## src/tccw_pkg.sv

```systemverilog
// shared types and constants for the text console cell writer
package tccw_pkg;

	localparam int CELL_W = 16;
	localparam int ADDR_W = 11;
	localparam int POS_W  = 11;

	localparam logic [1:0] REQ_WRITE = 2'd0;
	localparam logic [1:0] REQ_CLEAR = 2'd1;
	localparam logic [1:0] REQ_READ  = 2'd2;

	localparam logic [7:0] NEWLINE_CODE = 8'd10;

	localparam int QDEPTH = 2;
	localparam int QPW    = $clog2(QDEPTH);
	localparam int QCW    = $clog2(QDEPTH + 1);

	typedef enum logic [2:0] {
		CMD_CHAR,
		CMD_NEWLINE,
		CMD_CLEAR,
		CMD_READ,
		CMD_NOP
	} cmd_kind_t;

	typedef struct packed {
		cmd_kind_t          kind;
		logic [CELL_W-1:0]  cell_val;
		logic [ADDR_W-1:0]  addr;
	} cmd_t;

	typedef struct packed {
		logic empty;
		logic full;
	} q_status_t;

endpackage

```

## src/tccw_front.sv

```systemverilog
// front end: takes requests and turns them into queued commands
module tccw_front #(
	parameter int NCELLS = 2000
) (
	input  logic                     start,
	input  logic                     busy,
	input  logic [1:0]               req_type,
	input  logic [7:0]               char_code,
	input  logic [3:0]               fg_color,
	input  logic [3:0]               bg_color,
	input  logic [tccw_pkg::ADDR_W-1:0] cell_index,
	output logic                     push,
	output tccw_pkg::cmd_t           cmd
);

	logic in_range;

	assign push     = start && !busy;
	assign in_range = 32'(cell_index) < NCELLS;

	always_comb begin
		cmd.cell_val = {bg_color, fg_color, char_code};
		cmd.addr     = cell_index;
		unique case (req_type)
			tccw_pkg::REQ_WRITE: begin
				cmd.kind = (char_code == tccw_pkg::NEWLINE_CODE) ?
					tccw_pkg::CMD_NEWLINE : tccw_pkg::CMD_CHAR;
			end
			tccw_pkg::REQ_CLEAR: begin
				cmd.kind = tccw_pkg::CMD_CLEAR;
			end
			tccw_pkg::REQ_READ: begin
				cmd.kind = in_range ? tccw_pkg::CMD_READ : tccw_pkg::CMD_NOP;
			end
			default: begin
				cmd.kind = tccw_pkg::CMD_NOP;
			end
		endcase
	end

endmodule

```

## config.mk

```make
export PLATFORM = sky130hd
export DESIGN_NAME = tccw_front
export DESIGN_NICKNAME = d
export VERILOG_FILES = /design/src/tccw_pkg.sv /design/src/tccw_front.sv
export SDC_FILE = /design/constraint.sdc
export NUM_CORES = 1
export LEC_CHECK = 0
export ABC_AREA = 1
export BUFFER_PORTS_ARGS = -buffer_cell sky130_fd_sc_hd__buf_4
export CAP_MARGIN = 20
export CORE_AREA = 2 2 39 41
export DETAILED_ROUTE_END_ITERATION = 6
export DIE_AREA = 0 0 41 43
export PLACE_DENSITY = 0.75
export SYNTH_ARGS = -nofsm -noshare
export SYNTH_HDL_FRONTEND = slang
export SYNTH_SLANG_ARGS = --single-unit
```

## constraint.sdc

```tcl
create_clock -name vclk -period 0.8
set_input_delay 0.04 -clock vclk [all_inputs]
set_output_delay 0.04 -clock vclk [all_outputs]
set_load 0.05 [all_outputs]
```

==> impl_metrics.json <==
{
  "synth_top_area_cell": "buf_4",
  "antenna_cells": 0,
  "p_leak_nw": 0.256,
  "post-route-drc-count": 0,
  "rsz0062_at_grt": "true",
  "yosysWarnings": 0,
  "drt-initial-drc-count": 2,
  "nClkBuffers": 0,
  "grt_max_degree": 5,
  "fin_crit_sh": 0.967,
  "place_congestion": 0.515,
  "initial_utilization": 0.221,
  "area_growth_pct": 41.8,
  "hold_class": "primary input to output pin",
  "timing.fmax_ghz": 1.29,
  "layout.nets": 98,
  "post-route-util": 0.313,
  "yosys-top-cells-area": "buf_4 (66%), nand2_1 (15%), nor2_1 (9.8%)",
  "power.switching_mw": 0.247,
  "p_sw_frac": 0.627,
  "synth.yosys.seq_area_share": 0,
  "dp_cells": 81,
  "seqCellArea_um2": 0,
  "synth.avg_cell_area_um2": 5.76,
  "syn_area_um2": 305,
  "ios": 62,
  "postCtsSetupRepairBufs": 0,
  "start_kind": "primary input",
  "grt_pass1_vias": 243,
  "cp-end-kind": "output pin",
  "cts_hold_buf": 0,
  "core_um2": 1380,
  "synth_cell_types": 7,
  "track_usage": 0.0599,
  "clkPwrFrac": 0,
  "antenna_found_initial": 0,
  "status": "completed",
  "path_class": "primary input to output pin",
  "fp-row-count": 14,
  "synthesis.nets": 84,
  "placed_cell_area_um2": 415,
  "total_power_mw": 0.394,
  "die_w_um": 41,
  "cp_data_arrival_time_ps": 730,
  "internal_power_mw": 0.147,
  "hpwl_um": 613,
  "seq_cells": 0,
  "hold_viol": 0,
  "port_buffers": 38,
  "slew_violations": 0,
  "combPwrFrac": 1.000,
  "dr.pass1.iters": 2,
  "maxSlewHeadroom": 0.886,
  "max-vdd-ir-drop_mv": 0.271,
  "vias": 304,
  "tns_ps": 0,
  "multi_input_area_um2": 93.8,
  "ant_nets": 0,
  "via_per_inst": 3.75,
  "maxCapViolations": 0,
  "yosys.area.top_type_share": 0.664,
  "cp_max_fo": 2,
  "die_area_um2": 1760,
  "n_fill_cell": 155,
  "powerDensity_nw_per_um2": 910,
  "design_area_um2": 433,
  "p_seq_frac": 0,
  "grt_pass1_wl_um": 793,
  "wl_per_cell_um": 8.27,
  "min_period_ps": 774,
  "grt-ovfl-total": 0,
  "synth_cells": 53,
  "stdcell_count": 81,
  "wl_um": 670,
  "drive_gt1_frac": 0.615,
  "die_h_um": 43,
  "crit_required_ps": 760,
  "max_slew.worst_pin.slew_ps": 169,
  "setup_viol": 0
}
## worst max-delay path, cell delays in order
cell and delay, ps:
buf_6 90, or2_0 200, nor2_1 100, nand2_1 60, nand2_1 80, buf_6 160
## through the flow
stage               setup slack (ps)  hold slack, ps
global placement               -40.4            80.3
global route                   -32.1            80.1
detailed placement             -40.9            80.3
finish                          26.2            80.0
floorplan                       41.1             247
CTS                             4.55            80.3
## cell usage after synthesis
cell type  number
buf_4          27
inv_1           3
nand2_1        12
nand3_1         1
nor2_1          8
nor3_1          1
or2_0           1
## power groups by stage
stage	clock (mW)	combinational, mW	sequential, mW
finish	0	0.394	0
floorplan	0	0.435	0
detailed placement	0	0.386	0
global placement	0	0.382	0
global route	0	0.415	0
CTS	0	0.390	0
## kinds of logic (layout without fill, tap and decap cells)
family                 after synthesis  in the layout  synth area share
buffers and inverters               30             42             0.701
AND/OR/NAND/NOR                     23             23             0.299
## path summary, 6_finish.rpt
kind      end  cells past startpoint          from
max   cmd[27]                      6  char_code[2]
min   cmd[23]                      0   bg_color[0]
## layout make-up
type | count | share of cell area
Inverter | 3 | 0.0260
Tap cell | 16 | 0.0462
Timing Repair Buffer | 39 | 0.711
Multi-Input combinational cell | 23 | 0.217
## timing repair
| action | 4_1_cts | 5_1_grt |
|---|---|---|
| resized for setup | 2 | 3 |
| setup endpoints to repair | 1 | 2 |
| pin swaps | 3 | 0 |
## routing by layer
layer / track usage / up-vias / part of all wire
li1: - / 155 / -
met1: 0.0411 / 126 / 0.27
met2: 0.144 / 23 / 0.56
met3: 0 / 0 / 0.18
met4: 0.00667 / 0 / 0
met5: 0 / - / 0
## cells in the final DEF, fill, tap and decap left out
master,instances
buf_4,35
buf_6,4
inv_1,3
nand2_1,12
nand3_1,1
nor2_1,7
nor2_2,1
nor3_1,1
or2_0,1
No activity file was read; power rests on OpenSTA's default activity.
