[config.mk]
export PLATFORM = sky130hd
export DESIGN_NAME = tccw_queue
export DESIGN_NICKNAME = d
export VERILOG_FILES = /design/src/tccw_pkg.sv /design/src/tccw_queue.sv
export SDC_FILE = /design/constraint.sdc
export NUM_CORES = 1
export LEC_CHECK = 0
export BUFFER_PORTS_ARGS = -buffer_cell sky130_fd_sc_hd__buf_4
export CORE_ASPECT_RATIO = 1.75
export CORE_MARGIN = 3
export CORE_UTILIZATION = 35
export CTS_BUF_LIST = sky130_fd_sc_hd__clkbuf_2
export CTS_CLUSTER_SIZE = 16
export DETAILED_ROUTE_END_ITERATION = 7
export PLACE_DENSITY_LB_ADDON = 0.05
export SYNTH_ARGS = -nofsm -noshare
export SYNTH_HDL_FRONTEND = slang
export SYNTH_SLANG_ARGS = --single-unit
[constraint.sdc]
create_clock -name clk -period 4 [get_ports clk]
set_input_delay 0 -clock clk [delete_from_list [all_inputs] [get_ports clk]]
set_output_delay 0 -clock clk [all_outputs]
set_load 0.02 [all_outputs]
[src/tccw_pkg.sv]
// shared types and constants for the text console cell writer
package tccw_pkg;

	localparam int CELL_W = 16;
	localparam int ADDR_W = 11;
	localparam int POS_W  = 11;

	localparam logic [1:0] REQ_WRITE = 2'd0;
	localparam logic [1:0] REQ_CLEAR = 2'd1;
	localparam logic [1:0] REQ_READ  = 2'd2;

	localparam logic [7:0] NEWLINE_CODE = 8'd10;

	localparam int QDEPTH = 2;
	localparam int QPW    = $clog2(QDEPTH);
	localparam int QCW    = $clog2(QDEPTH + 1);

	typedef enum logic [2:0] {
		CMD_CHAR,
		CMD_NEWLINE,
		CMD_CLEAR,
		CMD_READ,
		CMD_NOP
	} cmd_kind_t;

	typedef struct packed {
		cmd_kind_t          kind;
		logic [CELL_W-1:0]  cell_val;
		logic [ADDR_W-1:0]  addr;
	} cmd_t;

	typedef struct packed {
		logic empty;
		logic full;
	} q_status_t;

endpackage

[src/tccw_queue.sv]
// short command queue between front and back end
module tccw_queue (
	input  logic                clk,
	input  logic                arst_n,
	input  logic                push,
	input  tccw_pkg::cmd_t      push_cmd,
	input  logic                pop,
	output tccw_pkg::cmd_t      head,
	output tccw_pkg::q_status_t status
);

	tccw_pkg::cmd_t               entry_q [tccw_pkg::QDEPTH];
	logic [tccw_pkg::QPW-1:0]     wr_ptr_q;
	logic [tccw_pkg::QPW-1:0]     rd_ptr_q;
	logic [tccw_pkg::QCW-1:0]     count_q;

	assign head         = entry_q[rd_ptr_q];
	assign status.empty = (count_q == '0);
	assign status.full  = (count_q == tccw_pkg::QCW'(tccw_pkg::QDEPTH));

	always_ff @(posedge clk) begin
		if (push) begin
			entry_q[wr_ptr_q] <= push_cmd;
		end
	end

	always_ff @(posedge clk or negedge arst_n) begin
		if (!arst_n) begin
			wr_ptr_q <= '0;
			rd_ptr_q <= '0;
			count_q  <= '0;
		end else begin
			if (push) begin
				wr_ptr_q <= wr_ptr_q + 1'b1;
			end
			if (pop) begin
				rd_ptr_q <= rd_ptr_q + 1'b1;
			end
			if (push && !pop) begin
				count_q <= count_q + 1'b1;
			end else if (pop && !push) begin
				count_q <= count_q - 1'b1;
			end
		end
	end

endmodule

==> run summary, run 1 <==
H-tree levels = 3
Element type at the critical path end = output port
Clock latency at the later pin of the worst-skew pair = 0.48 ns
Num CTS Buffers = 9
M1 GR Usage = 0.1174
Max Root-Sink Buffers = 2
Gr usage total = 0.1256
Relative slew slack = 0.4052
Die Y = 114.6 µm
CTS tree = done
Routed Antenna Nets = 0
Final Skew = 0.01548 ns
WP data arrival = 1.79 ns
Final period util = 0.4483
Max Clk Rate = 0.5577 GHz
Status = finished clean
Syn avg cell area = 21.65 µm²
Initial antenna violation count = 0
Yosys cell types = 11
HPWL Detailed = 2852 µm
Total gr overflow = 0
Cell Pwr Density = 602.9 nW/µm²
Cell Area, Synth = 2360 µm²
DRC errors left = 0
Synth-to-Final Area Change = 42.21%
CTS root buf = clkbuf_2
Clk slew on worst S/H paths = 0.16 ns
Number of global-route vias before repair = 1504
Syn. warnings = 0
Most crowded layer after global routing = met2
Slew Limit Fails = 0
Sequential area share after synthesis = 0.8059
Post-Syn Instances = 109
Port Buf Inserts = 65
Pleak = 1.301 nW
Fin crit period = 1.793 ns
Tightest Pin Transition = 0.8902 ns
Required @ worst endpoint = 4.00 ns
Yosys reg bits = 64
Via/cell ratio = 4.400
Crit-path max FO = 30
VDD IR max = 323.1 µV
Pre-antenna DRT Iters = 4
Syn Nets = 144
Largest net degree at the start of global routing = 31
I/O Pins = 66
Setup_tns = 0 ns
Setup CP Type = flop to output port
Global-route wire length before repair = 6706 µm
Routing usage on met2 = 0.2184
Hold Vio Cnt, Final = 0
Avg WL per Cell = 14.19 µm
Met3 Usage GRT = 0.03831
Max-Cap Viols = 0
Share of layout cells above drive strength 1 = 0.4978
CTS sink cnt = 64
Final WL = 4328 µm
Die X = 68.07 µm
Initial DRC Count = 42
Final setup violation count = 0
Core ar. = 6539 µm²
Via count = 1342
Die area = 7802 µm²
RSZ-0062 raised after global routing = no
Site Rows = 39
Ant diodes = 0
Worst Hold Class = input port to flop
GPL Wtd Cong = 0.6946
Nets@finish = 253
Initial Util = 0.3609
Critical Path Source Type = flop
Post-CTS sizing = 0
Final Util = 0.5132
## layout by cell type (no fill, tap or decap), types with 2 or more instances in the layout
| cell | n |
|---|---|
| clkinv_1 | 3 |
| dfrtp_1 | 4 |
| dlygate4sd3_1 | 34 |
| clkbuf_2 | 13 |
| mux2_2 | 30 |
| edfxtp_1 | 60 |
| nor2_1 | 2 |
| xor2_1 | 4 |
| buf_4 | 67 |
## sequential cells by signal (all words and copies together) (netlist names)
register and cells:
rd_ptr_q 1, count_q 2, entry_q 60, wr_ptr_q 1
## metal layers
metal | share of wire | wire [µm] | up-vias
li1 | - | - | 637
met1 | 0.36 | 1566 | 650
met2 | 0.55 | 2372 | 45
met3 | 0.061 | 263 | 10
met4 | 0.029 | 125 | 0
met5 | 0 | 0 | -
## critical path, stage by stage (launching register included)
cell	delay [ns]
dfrtp_1	0.39
buf_4	0.38
mux2_2	0.40
buf_4	0.16
## final timing paths
check | start | to | slack, ns | depth (start not counted)
max | rd_ptr_q$_DFFE_PN0P_ | head[18] | 2.21 | 3
min | push_cmd[4] | entry_q[1][4]$_DFFE_PP_ | 0.23 | 2
max reg2reg | wr_ptr_q$_DFFE_PN0P_ | entry_q[1][25]$_DFFE_PP_ | 2.28 | 2
min reg2reg | rd_ptr_q$_DFFE_PN0P_ | rd_ptr_q$_DFFE_PN0P_ | 0.48 | 1
max in group asynchronous | arst_n | wr_ptr_q$_DFFE_PN0P_ | 3.44 | 3
min in group asynchronous | arst_n | count_q[0]$_DFFE_PN0P_ | 0.39 | 3
## repair_timing
action | 4_1_cts | 5_1_grt
setup buffers | 0 | 0
endpoints found under the hold margin | 68 | 0
setup endpoints to repair | 0 | 0
hold buffers | 34 | 0
## final cells by class
class,instances,area [µm²]
multi-input combinational,41,427.9
clock buffer,13,65.06
tap,82,102.6
sequential,64,1902
fill,586,3183
timing repair buffer,101,843.3
clock inverter,3,11.26
inverter,1,3.754
## stage by stage
stage	hold WS, ns	total power, mW	setup WS (ns)	cell area [µm²]	instances
3_5_place_dp	-0.2025	1.740	2.240	2939	255
3_3_place_gp	-0.2010	1.728	2.313	2939	255
4_1_cts	0.1753	2.063	2.131	3356	305
5_1_grt	0.1641	2.148	2.061	3356	305
6_report	0.2349	2.023	2.207	3356	305
2_1_floorplan	-0.2956	1.443	1.826	2360	109
## logic make-up (layout without fill, tap and decap cells)
kind of cell  count (synthesis)  after routing  share of synthesized area
mux                          30             30                     0.1432
xor+xnor                      5              5                    0.01856
buf+inv                       4            118                    0.01590
fa+ha+maj                     1              1                   0.005301
flops                        64             64                     0.8059
simple gates                  5              5                    0.01114
## cell usage after synthesis, drive strengths merged
library cell,count,area share
and2,1,0.0027
buf,3,0.014
dfrtp,4,0.042
edfxtp,60,0.76
ha,1,0.0053
inv,1,0.0016
mux2,30,0.14
nor2,2,0.0032
nor2b,2,0.0053
xnor2,1,0.0037
xor2,4,0.015
## where the power goes
part / switching [mW] / total, mW / internal (mW)
clock network: 0.202 / 0.289 / 0.0870
registers: 0.0430 / 0.935 / 0.892
logic: 0.423 / 0.799 / 0.376
(Power assumes the default switching activity.)
==> inputs of run 2 (changes only) <==
Clock period 4 ns to 1.7 ns, I/O delays scaled along.
==> run 2 against run 1 <==
Effect of this change:
- first-iteration DRC count up 2.4%
- wire length up 4.9%
- hold slack worse by 0.0011 ns
- cell count up 1.3%
- total power up 140%
- clock skew up 0.00090 ns
- clock power up 130%
- non-clock buffer count up 5
==> run summary, run 2 (synthesis results as in run 1) <==
Fin crit period = 1.577 ns
Hold Crit Depth = 2
Hold Vio Cnt, Final = 0
Gr usage total = 0.1281
HPWL Detailed = 3085 µm
Registers with the most flip-flops = entry_q (60), count_q (2)
Dpl cells = 260
Via/cell ratio = 4.405
Critical path cell sequence = buf_6 > mux2_2 > buf_4
Tightest Pin Transition = 0.2411 ns
Largest net degree at the start of global routing = 17
Avg WL per Cell = 14.70 µm
Routed Antenna Nets = 0
Final Util = 0.5232
Commonest non-fill, non-tap cell in the layout = buf_4
Fin area = 3421 µm²
CTS tree = done
Via count = 1361
Global-route wire length before repair = 6775 µm
Ant diodes = 0
Most flop-heavy register = entry_q
Initial DRC Count = 43
Worst Hold Class = input port to flop
Element type at the critical path end = output port
CTS root buf = clkbuf_2
Share of layout cells above drive strength 1 = 0.5242
Initial antenna violation count = 0
DRC errors left = 0
Worst Path Buf+Inv = 2
Die X = 68.07 µm
Clk slew on worst S/H paths = 0.16 ns
Die Y = 114.6 µm
Critical Path Source Type = flop
Clock latency at the later pin of the worst-skew pair = 0.48 ns
Crit path depth = 3
Final period util = 0.9275
Die area = 7802 µm²
Final Power = 4.902 mW
VDD IR max = 738.2 µV
Final setup violation count = 0
Final Skew = 0.01638 ns
Setup_tns = 0 ns
Max reg flops = 60
Placement Setup Slack = 0.5406 ns
Pleak = 1.343 nW
WP data arrival = 1.58 ns
I/O Pins = 66
CTS sink cnt = 64
Relative slew slack = 0.8392
DP Area = 2977 µm²
Most frequent cells in the layout = buf_4 (69), edfxtp_1 (60), dlygate4sd3_1 (34)
Setup CP Type = flop to output port
Max Root-Sink Buffers = 2
CP top delay family = flip-flops
Crit-path max FO = 9
CP max stage cell = dfrtp_2
Crit path largest cell delay = 0.44 ns
Number of global-route vias before repair = 1470
Core ar. = 6539 µm²
Status = finished clean
R2R depth = 2
Final WL = 4542 µm
Pre-antenna DRT Iters = 4
RSZ-0062 raised after global routing = yes
Max-Cap Viols = 0
GPL Wtd Cong = 0.6270
H-tree levels = 3
Port Buf Inserts = 65
# Post-CTS Setup Buffers = 0
Setup WS post-layout = 0.1233 ns
Total gr overflow = 0
Slew Limit Fails = 0
Required @ worst endpoint = 1.70 ns
Fin cells = 309
Cell Pwr Density = 1433 nW/µm²
Num CTS Buffers = 9
Synth-to-Final Area Change = 44.96%
Worst hold margin = 0.2339 ns
Max Clk Rate = 0.6342 GHz
Site Rows = 39
Nets@finish = 258
Initial Util = 0.3609
[run 2: cell types whose count changed in the layout (fill, tap and decap cells not counted), sizes merged]
cell and delta:
clkbuf -3, buf +5, clkinv +2
[run 2: layer usage]
metal  track usage  routed length (µm)
met1        0.1255                1679
met2        0.2133                2464
met3       0.05206                 272
met4       0.08367                 126
met5             0                   0
[run 2: worst paths after layout]
check	startpoint	slack, ns	end
worst max-delay path	rd_ptr_q$_DFFE_PN0P_	0.12	head[0]
worst min-delay path	push_cmd[16]	0.23	entry_q[1][16]$_DFFE_PP_
worst max register to register	wr_ptr_q$_DFFE_PN0P_	0.54	entry_q[1][6]$_DFFE_PP_
worst min register to register	count_q[1]$_DFFE_PN0P_	0.51	count_q[1]$_DFFE_PN0P_
max in group asynchronous	arst_n	1.10	rd_ptr_q$_DFFE_PN0P_
min in group asynchronous	arst_n	0.41	wr_ptr_q$_DFFE_PN0P_
[run 2: report_power, final]
part	leakage [nW]	switching (mW)	internal (mW)
logic	0.673	1.01	1.00
clock network	0.0611	0.496	0.179
registers	0.609	0.119	2.10
[run 2: layout make-up]
cell class	count	area (µm²)
Multi-Input combinational cell	41	435.4
Clock buffer	10	50.05
Sequential cell	64	1903
Timing Repair Buffer	106	900.9
Fill cell	564	3118
Inverter	1	3.754
Tap cell	82	102.6
Clock inverter	5	25.02
[run 2: timing repair]
item | CTS | global route
hold endpoints to repair | 68 | 0
hold buffers | 34 | 0
resized for setup | 1 | 7
setup endpoints to repair | 14 | 30
